[src/rtl/core/sine_palette_color_map_macros.svh]
// Assertion macros shared by the color map RTL.
// Depends on nothing; included by the files that carry concurrent checks.
`ifndef SINE_PALETTE_COLOR_MAP_MACROS_SVH
`define SINE_PALETTE_COLOR_MAP_MACROS_SVH

// Same-cycle implication, checked on every rising edge out of reset.
`define SPCM_ASSERT_IMPLY(label, clk, rstn, ante, cons, msg) \
    label: assert property (@(posedge clk) disable iff (!(rstn)) (ante) |-> (cons)) \
        else $error(msg);

// Next-cycle implication, checked on every rising edge out of reset.
`define SPCM_ASSERT_NEXT(label, clk, rstn, ante, cons, msg) \
    label: assert property (@(posedge clk) disable iff (!(rstn)) (ante) |=> (cons)) \
        else $error(msg);

`endif

[src/rtl/core/spcm_pkg.sv]
// Shared types, constants and the quarter-wave sine table of the color map.
// Depends on nothing; used by spcm_channel and sine_palette_color_map.
package spcm_pkg;

    // Sizing
    localparam int SINE_TABLE_DEPTH   = 256;
    localparam int ITER_FRACTION_BITS = 8;
    localparam int COUNT_W    = 24;
    localparam int REG_W      = 16;
    localparam int CENTER_W   = 8;
    localparam int CHAN_W     = 8;
    localparam int RGB_W      = 3 * CHAN_W;
    localparam int SINE_MAG_W = 8;
    localparam int NUM_STAGES = 9;

    // Configuration port
    localparam int REG_COUNT  = 8;
    localparam int CFG_ADDR_W = $clog2(REG_COUNT) + 2;
    localparam int CFG_DATA_W = 32;

    typedef enum logic [$clog2(REG_COUNT)-1:0] {
        CFG_ITER_LIMIT   = 0,
        CFG_RED_FREQ     = 1,
        CFG_GREEN_FREQ   = 2,
        CFG_BLUE_FREQ    = 3,
        CFG_RED_PHASE    = 4,
        CFG_GREEN_PHASE  = 5,
        CFG_BLUE_PHASE   = 6,
        CFG_COLOR_CENTER = 7
    } spcm_cfg_reg_t;

    localparam logic [REG_W-1:0]    RST_ITER_LIMIT   = 16'd50;
    localparam logic [REG_W-1:0]    RST_FREQ         = 16'd1352;
    localparam logic [REG_W-1:0]    RST_RED_PHASE    = 16'd0;
    localparam logic [REG_W-1:0]    RST_GREEN_PHASE  = 16'd4289;
    localparam logic [REG_W-1:0]    RST_BLUE_PHASE   = 16'd8579;
    localparam logic [CENTER_W-1:0] RST_COLOR_CENTER = 8'd127;

    // Limit compare: count against limit scaled to the count's fraction
    localparam int LIMIT_SH_W = REG_W + ITER_FRACTION_BITS;
    localparam int CMP_W      = (COUNT_W > LIMIT_SH_W) ? COUNT_W : LIMIT_SH_W;

    // Angle arithmetic: 2*pi at the angle's scale, 12+F fraction bits
    localparam longint unsigned TWO_PI_Q32   = 64'd26986075409;
    localparam longint unsigned HALF_PI_Q30  = 64'd1686629713;
    localparam longint unsigned AMPLITUDE    = 64'd128;
    localparam int              TWO_PI_SHIFT = 20 - ITER_FRACTION_BITS;
    localparam longint unsigned TWO_PI_FIX   =
        (TWO_PI_Q32 + (64'd1 << (TWO_PI_SHIFT - 1))) >> TWO_PI_SHIFT;

    localparam int P_W         = 15 + ITER_FRACTION_BITS;
    localparam int REM_W       = P_W + 1;
    localparam int ANGLE_W     = REG_W + COUNT_W + 1;
    localparam int PHASE_SHIFT = ITER_FRACTION_BITS + 1;

    // Quotient estimate from the top angle bits; never high, at most one low
    localparam int HI_SHIFT    = P_W - 3;
    localparam int HI_W        = ANGLE_W - HI_SHIFT;
    localparam int QUO_SHIFT   = HI_W + 3;
    localparam int QUO_W       = ANGLE_W - P_W + 1;
    localparam int QUO_RECIP_W = ANGLE_W + 4 - P_W;
    localparam longint unsigned QUO_RECIP =
        (64'd1 << (HI_SHIFT + QUO_SHIFT)) / TWO_PI_FIX;

    // Table index estimate: floor(a * 4D / 2pi), at most one low
    localparam int ADDR_W      = $clog2(SINE_TABLE_DEPTH);
    localparam int IDX_W       = ADDR_W + 2;
    localparam int IDX_RECIP_W = IDX_W + 1;
    localparam longint unsigned IDX_RECIP = (64'd1 << (IDX_W + P_W)) / TWO_PI_FIX;

    localparam logic [P_W-1:0]         TWO_PI_K    = P_W'(TWO_PI_FIX);
    localparam logic [REM_W-1:0]       TWO_PI_REM  = REM_W'(TWO_PI_FIX);
    localparam logic [REM_W-1:0]       TWO_PI_DBL  = REM_W'(2 * TWO_PI_FIX);
    localparam logic [QUO_RECIP_W-1:0] QUO_RECIP_K = QUO_RECIP_W'(QUO_RECIP);
    localparam logic [IDX_RECIP_W-1:0] IDX_RECIP_K = IDX_RECIP_W'(IDX_RECIP);

    // Pipeline control handed to each channel
    typedef struct packed {
        logic [NUM_STAGES-1:0] load;
        logic                  blank;
    } spcm_pipe_ctrl_t;

    // round(128*sin(j*pi/(2D))) through a truncated Q30 Taylor series
    function automatic logic [SINE_MAG_W-1:0] quarter_sine(input longint unsigned j);
        longint unsigned x;
        longint unsigned x2;
        longint unsigned term;
        longint unsigned rounded;
        longint          sum;
        x    = (HALF_PI_Q30 * j) / SINE_TABLE_DEPTH;
        x2   = (x * x) >> 30;
        term = x;
        sum  = longint'(x);
        term = ((term * x2) >> 30) / 6;
        sum  = sum - longint'(term);
        term = ((term * x2) >> 30) / 20;
        sum  = sum + longint'(term);
        term = ((term * x2) >> 30) / 42;
        sum  = sum - longint'(term);
        term = ((term * x2) >> 30) / 72;
        sum  = sum + longint'(term);
        term = ((term * x2) >> 30) / 110;
        sum  = sum - longint'(term);
        term = ((term * x2) >> 30) / 156;
        sum  = sum + longint'(term);
        term = ((term * x2) >> 30) / 210;
        sum  = sum - longint'(term);
        term = ((term * x2) >> 30) / 272;
        sum  = sum + longint'(term);
        if (sum < 0) begin
            sum = 0;
        end
        rounded = ((unsigned'(sum) * AMPLITUDE) + (64'd1 << 29)) >> 30;
        return SINE_MAG_W'(rounded);
    endfunction

    function automatic logic [SINE_TABLE_DEPTH*SINE_MAG_W-1:0] build_sine_rom();
        logic [SINE_TABLE_DEPTH*SINE_MAG_W-1:0] rom;
        rom = '0;
        for (int j = 0; j < SINE_TABLE_DEPTH; j++) begin
            rom[j*SINE_MAG_W +: SINE_MAG_W] = quarter_sine(64'(j));
        end
        return rom;
    endfunction

    // Entries 0..D-1; entry D (the crest) is kept apart
    localparam logic [SINE_TABLE_DEPTH*SINE_MAG_W-1:0] SINE_ROM = build_sine_rom();
    localparam logic [SINE_MAG_W-1:0] SINE_PEAK = quarter_sine(64'(SINE_TABLE_DEPTH));

endpackage

[src/rtl/core/spcm_channel.sv]
// One color channel datapath: angle, mod-2pi reduction, table index, sine, clamp.
// Depends on spcm_pkg and sine_palette_color_map_macros.svh.
`include "sine_palette_color_map_macros.svh"

module spcm_channel (
    input  logic                               aclk,
    input  logic                               aresetn,
    input  spcm_pkg::spcm_pipe_ctrl_t          ctrl,
    input  logic [spcm_pkg::COUNT_W-1:0]       count,
    input  logic [spcm_pkg::REG_W-1:0]         freq,
    input  logic [spcm_pkg::REG_W-1:0]         phase,
    input  logic [spcm_pkg::CENTER_W-1:0]      center,
    output logic [spcm_pkg::CHAN_W-1:0]        chan_value
);

    // stage 0: angle = freq * count + phase, phase aligned to 12+F fraction bits
    logic [spcm_pkg::REG_W+spcm_pkg::COUNT_W-1:0] step_prod;
    logic [spcm_pkg::ANGLE_W-1:0]                 angle_reg, angle_next;

    assign step_prod  = freq * count;
    assign angle_next = spcm_pkg::ANGLE_W'(step_prod)
                      + (spcm_pkg::ANGLE_W'(phase) << spcm_pkg::PHASE_SHIFT);

    // stage 1: quotient estimate by reciprocal of 2pi
    logic [spcm_pkg::HI_W+spcm_pkg::QUO_RECIP_W-1:0] quo_prod;
    logic [spcm_pkg::QUO_W-1:0]                      quo_reg, quo_next;
    logic [spcm_pkg::REM_W-1:0]                      angle_lo_reg, angle_lo_next;

    assign quo_prod      = angle_reg[spcm_pkg::ANGLE_W-1:spcm_pkg::HI_SHIFT]
                         * spcm_pkg::QUO_RECIP_K;
    assign quo_next      = quo_prod[spcm_pkg::QUO_SHIFT +: spcm_pkg::QUO_W];
    assign angle_lo_next = angle_reg[spcm_pkg::REM_W-1:0];

    // stage 2: partial remainder, below 2*2pi so the low bits suffice
    logic [spcm_pkg::QUO_W+spcm_pkg::P_W-1:0] back_prod;
    logic [spcm_pkg::REM_W-1:0]               apre_reg, apre_next;

    assign back_prod = quo_reg * spcm_pkg::TWO_PI_K;
    assign apre_next = angle_lo_reg - back_prod[spcm_pkg::REM_W-1:0];

    // stage 3: final correction of the angle into 0..2pi
    logic [spcm_pkg::REM_W-1:0] apre_diff;
    logic [spcm_pkg::P_W-1:0]   wrap_reg, wrap_next;

    assign apre_diff = apre_reg - spcm_pkg::TWO_PI_REM;
    assign wrap_next = (apre_reg >= spcm_pkg::TWO_PI_REM)
                     ? apre_diff[spcm_pkg::P_W-1:0] : apre_reg[spcm_pkg::P_W-1:0];

    // stage 4: table index estimate
    logic [spcm_pkg::P_W+spcm_pkg::IDX_RECIP_W-1:0] idx_prod;
    logic [spcm_pkg::IDX_W-1:0]                     est_reg, est_next;
    logic [spcm_pkg::P_W-1:0]                       wrap4_reg, wrap4_next;

    assign idx_prod   = wrap_reg * spcm_pkg::IDX_RECIP_K;
    assign est_next   = idx_prod[spcm_pkg::P_W +: spcm_pkg::IDX_W];
    assign wrap4_next = wrap_reg;

    // stage 5: leftover of a*4D against est*2pi
    logic [spcm_pkg::P_W+spcm_pkg::IDX_W-1:0] wrap_scaled;
    logic [spcm_pkg::IDX_W+spcm_pkg::P_W-1:0] est_prod;
    logic [spcm_pkg::REM_W-1:0]               rem_reg, rem_next;
    logic [spcm_pkg::IDX_W-1:0]               est5_reg, est5_next;

    assign wrap_scaled = (spcm_pkg::P_W + spcm_pkg::IDX_W)'(wrap4_reg) << spcm_pkg::IDX_W;
    assign est_prod    = est_reg * spcm_pkg::TWO_PI_K;
    assign rem_next    = wrap_scaled[spcm_pkg::REM_W-1:0] - est_prod[spcm_pkg::REM_W-1:0];
    assign est5_next   = est_reg;

    // stage 6: exact index, quadrant folding into a table address
    logic [spcm_pkg::IDX_W-1:0]  idx;
    logic [1:0]                  quadrant;
    logic [spcm_pkg::ADDR_W-1:0] offset;
    logic [spcm_pkg::ADDR_W-1:0] offset_neg;
    logic [spcm_pkg::ADDR_W-1:0] addr_reg, addr_next;
    logic                        peak_reg, peak_next;
    logic                        neg6_reg, neg6_next;

    assign idx        = est5_reg + spcm_pkg::IDX_W'(rem_reg >= spcm_pkg::TWO_PI_REM);
    assign quadrant   = idx[spcm_pkg::IDX_W-1 -: 2];
    assign offset     = idx[spcm_pkg::ADDR_W-1:0];
    assign offset_neg = {spcm_pkg::ADDR_W{1'b0}} - offset;
    // odd quadrants read the table backwards; offset zero there is the crest
    assign peak_next  = quadrant[0] && (offset == '0);
    assign addr_next  = quadrant[0] ? offset_neg : offset;
    assign neg6_next  = quadrant[1];

    // stage 7: table read
    logic [spcm_pkg::SINE_MAG_W-1:0] mag_reg, mag_next;
    logic                            neg7_reg, neg7_next;

    assign mag_next  = peak_reg ? spcm_pkg::SINE_PEAK
                     : spcm_pkg::SINE_ROM[addr_reg*spcm_pkg::SINE_MAG_W +: spcm_pkg::SINE_MAG_W];
    assign neg7_next = neg6_reg;

    // stage 8: center plus signed sine, clamped to 0..255, black when blanked
    logic [spcm_pkg::CHAN_W+1:0] level;
    logic [spcm_pkg::CHAN_W-1:0] clamped;
    logic [spcm_pkg::CHAN_W-1:0] chan_reg, chan_next;

    always_comb begin
        if (neg7_reg) begin
            level = (spcm_pkg::CHAN_W + 2)'(center) - (spcm_pkg::CHAN_W + 2)'(mag_reg);
        end else begin
            level = (spcm_pkg::CHAN_W + 2)'(center) + (spcm_pkg::CHAN_W + 2)'(mag_reg);
        end
        if (level[spcm_pkg::CHAN_W+1]) begin
            clamped = '0;
        end else if (level[spcm_pkg::CHAN_W]) begin
            clamped = '1;
        end else begin
            clamped = level[spcm_pkg::CHAN_W-1:0];
        end
        chan_next = ctrl.blank ? '0 : clamped;
    end

    // stage registers, each loaded when its beat moves in
    always_ff @(posedge aclk) begin
        if (ctrl.load[0]) begin
            angle_reg <= angle_next;
        end
        if (ctrl.load[1]) begin
            quo_reg      <= quo_next;
            angle_lo_reg <= angle_lo_next;
        end
        if (ctrl.load[2]) begin
            apre_reg <= apre_next;
        end
        if (ctrl.load[3]) begin
            wrap_reg <= wrap_next;
        end
        if (ctrl.load[4]) begin
            est_reg   <= est_next;
            wrap4_reg <= wrap4_next;
        end
        if (ctrl.load[5]) begin
            rem_reg  <= rem_next;
            est5_reg <= est5_next;
        end
        if (ctrl.load[6]) begin
            addr_reg <= addr_next;
            peak_reg <= peak_next;
            neg6_reg <= neg6_next;
        end
        if (ctrl.load[7]) begin
            mag_reg  <= mag_next;
            neg7_reg <= neg7_next;
        end
        if (ctrl.load[8]) begin
            chan_reg <= chan_next;
        end
    end

    assign chan_value = chan_reg;

    // reciprocal estimates must leave at most one correction step
    `SPCM_ASSERT_IMPLY(a_apre_range, aclk, aresetn, $past(ctrl.load[2]), apre_reg < spcm_pkg::TWO_PI_DBL, "partial angle remainder not below twice 2pi")
    `SPCM_ASSERT_IMPLY(a_wrap_range, aclk, aresetn, $past(ctrl.load[3]), wrap_reg < spcm_pkg::TWO_PI_K, "reduced angle not below 2pi")
    `SPCM_ASSERT_IMPLY(a_rem_range, aclk, aresetn, $past(ctrl.load[5]), rem_reg < spcm_pkg::TWO_PI_DBL, "index estimate off by more than one")

endmodule

[config.mk]
export PLATFORM = sky130hd
export DESIGN_NAME = spcm_channel
export DESIGN_NICKNAME = d
export VERILOG_FILES = /design/src/rtl/core/spcm_pkg.sv /design/src/rtl/core/spcm_channel.sv
export VERILOG_INCLUDE_DIRS = /design/src /design/src/rtl/core
export SDC_FILE = /design/constraint.sdc
export NUM_CORES = 2
export LEC_CHECK = 0
export ABC_AREA = 1
export BUFFER_PORTS_ARGS = -buffer_cell sky130_fd_sc_hd__buf_2
export CELL_PAD_IN_SITES_DETAIL_PLACEMENT = 1
export CELL_PAD_IN_SITES_GLOBAL_PLACEMENT = 1
export CORE_UTILIZATION = 45
export DETAILED_ROUTE_END_ITERATION = 8
export PLACE_DENSITY = 0.72
export SLEW_MARGIN = 15
export SYNTH_ARGS = -nofsm -noshare
export SYNTH_HDL_FRONTEND = slang
export SYNTH_SLANG_ARGS = --single-unit
[constraint.sdc]
create_clock -name aclk -period 9.55 [get_ports aclk]
set_input_delay 0.4775 -clock aclk [delete_from_list [all_inputs] [get_ports aclk]]
set_output_delay 0.4775 -clock aclk [all_outputs]
set_load 0.1 [all_outputs]
==> impl_metrics.toml <==
[drt]
viasPerCell = 5.115
dr.pass1.iters = 5
drc = 0
vias = 33600
drt_iter0_drc = 1391
wirelength_mm = 120.6
ant_nets = 0
wl_per_cell_um = 18.35

[floorplanning]
die_h_um = 316.1
ioPinCount = 84
core_area_um2 = 97140
start_util_pct = 45.70
rows = 114
dieArea_um2 = 99900
dieWidth_um = 316.1

[grt]
use_met1_pct = 31.70
grt_pass1_wl_mm = 198.2
grt_util_met2_pct = 46.56
grt.total_usage_pct = 25.14
first_global_vias = 37840
grt_overflow = 0
busiest_layer = "met2"
grt_max_degree = 44
grt_use_met3_pct = 2.073
antenna_found_initial = 3

[clocking]
post-cts-setup-buffer-count = 0
clk_path_buf_depth = 3
numCtsBuffers = 25
cts_sinks = 215
clk_pin_slew_worst_paths_ns = 0.07
insertion_delay_ns = 0.58
h-tree-depth = 1
cts-resized-gates = 0
cts_tree = "done"
cts_hold_buf = 0
cts_root_buffer = "clkbuf_16"

[cells_and_area]
fill_cells = 11710
finalNonFillerCells = 6570
drive_gt1_share_pct = 2.891
area_delta_synth_final_pct = 5.392
largest_register_ffs = 41
nNetsFinal = 6671
multi_input_area_um2 = 32220
seqCellArea_um2 = 6456

[synthesis]
synth-edff-count = 215
synth_nets = 6659
synth_most_common_cell = "inv_1"
synth_flop_cell = "edfxtp_1"
synthesis.area_um2 = 44390
yosys_warnings = 0
yosysSeqAreaShare_pct = 14.55
yosys.area.top_type = "fa_1"
syn_inst = 5263
yosys.area.top_type_share_pct = 32.56
synth_seq_cells = 215
synth_cell_type_count = 44
syn_area_per_cell_um2 = 8.434
postSynth.asyncResetShare_pct = 0
synth_area_leaders = "fa_1 33%, ha_1 17%, edfxtp_1 15%"
synth_common_cells = "1,412 x inv_1, 1,053 x nand2_1, 722 x fa_1"

[critical_path]
startpoint_type = "register"
worstSetupEndpointType = "register"
worst_path_most_repeated_cell = "fa_1"
required_ns = 9.84
reg2regPathDepth = 20
cpMaxStageDelayCell = "fa_1"
crit_cells = 20
path_cells = "inv_1, fa_1, inv_1, fa_1, fa_1, inv_1, fa_1, fa_1, inv_1, fa_1, inv_1, fa_1, ha_1, nand4_1, nor3_1, nand3_1, nand3_1, inv_1, nand2_1, nand2_1"
worst-setup-path-type = "register to register"
cpPeakStageDelay_ns = 0.68
cp_max_fo = 5
crit_arrival_ns = 6.58
crit_family = "adder cells"
cp_num_buf_inv = 6

[sta]
fin_tns_setup_ns = 0
worstMarginPinSlew_ns = 0.9749
rsz0062_at_grt = "false"
worst_hold_slack_ns = 0.2537
hold_viol = 0
max_freq_mhz = 158.9
post-route-period-util_pct = 65.89
period_needed_ns = 6.292
clock_skew_ns = 0.02810
finalSetupViolCount = 0
relSlewSlack_pct = 35.01
maxSlewViolCount = 0
setup_ws_ns = 3.258

[place]
dp_hpwl_mm = 103.2
port_buffers = 82
dp_cells = 6524
globalplace.congestion = 0.8918
place_ws_ns = 3.033

[flow_run]
maxCapViolCount = 0

[worst_hold_path]
hold_path_depth = 1
min_path_type = "primary input to register"

[status]
status = "finished, final reports clean"
==> worst reg2reg max path: cells and delay by family, from the launching register on <==
kind / cells / cell delay [ns]
adder cells (fa/ha/maj): 8 / 4.28
AND/OR/NAND/NOR: 6 / 0.81
buffers and inverters: 6 / 0.49
flip-flops: 1 / 0.47
==> final timing paths <==
kind	from	endpoint	slack, ns
max	quo_reg[14]$_DFFE_PP_	apre_reg[23]$_DFFE_PP_	3.26
min	ctrl[9]	chan_value[7]$_SDFFCE_PP0P_	0.25
min reg2reg	angle_reg[0]$_DFFE_PP_	angle_lo_reg[0]$_DFFE_PP_	0.40
max reg2reg	quo_reg[14]$_DFFE_PP_	apre_reg[23]$_DFFE_PP_	3.26
==> through the flow <==
stage	util, %	area, um2
floorplan	-	44390
global placement	47.35	46000
detailed placement	47.35	46000
CTS	48.16	46780
global route	48.16	46780
finish	48.16	46780
==> cells in the final DEF (no fill, tap or decap), types with 19 or more instances in the layout <==
cell type / instances
inv_1: 1412
nand2_1: 1053
fa_1: 722
ha_1: 598
nor2_1: 292
edfxtp_1: 215
a21oi_1: 209
nand3_1: 164
o21ai_0: 134
xor2_1: 86
buf_2: 82
nor3_1: 54
nand4_1: 47
xnor2_1: 47
clkbuf_16: 25
o21bai_1: 19
==> layout make-up <==
type	count	share of cell area, %
multi-input cells	3535	68.87
flip-flops and latches	215	13.80
inverters	1416	11.36
well taps	1276	3.413
clock buffers	27	1.353
repair buffers	82	0.8773
clock inverters	18	0.3183
diodes	1	0.005349
==> kinds of logic (layout without fill, tap and decap cells) <==
family / after synthesis / count (layout) / share of synthesized area, %
DFF: 215 / 215 / 14.55
xor gates and xnor gates: 137 / 137 / 2.771
other: 0 / 1 / 0
AOI/OAI and AO/OA: 421 / 421 / 5.181
adders and majority gates: 1320 / 1320 / 49.42
and+or+nand+nor: 1657 / 1657 / 15.21
buffers and inverters: 1513 / 1543 / 12.87
==> per-layer routing <==
layer	vias up	routed length (um)	share of wire [%]
li1	15980	-	-
met1	17030	51840	43
met2	444	62750	52
met3	149	3356	2.8
met4	2	2637	2.2
met5	-	13	0.011
Power is left out: the tool's default activity adds up to more than one toggle a clock period on the data nets, which glitch-free logic cannot reach.
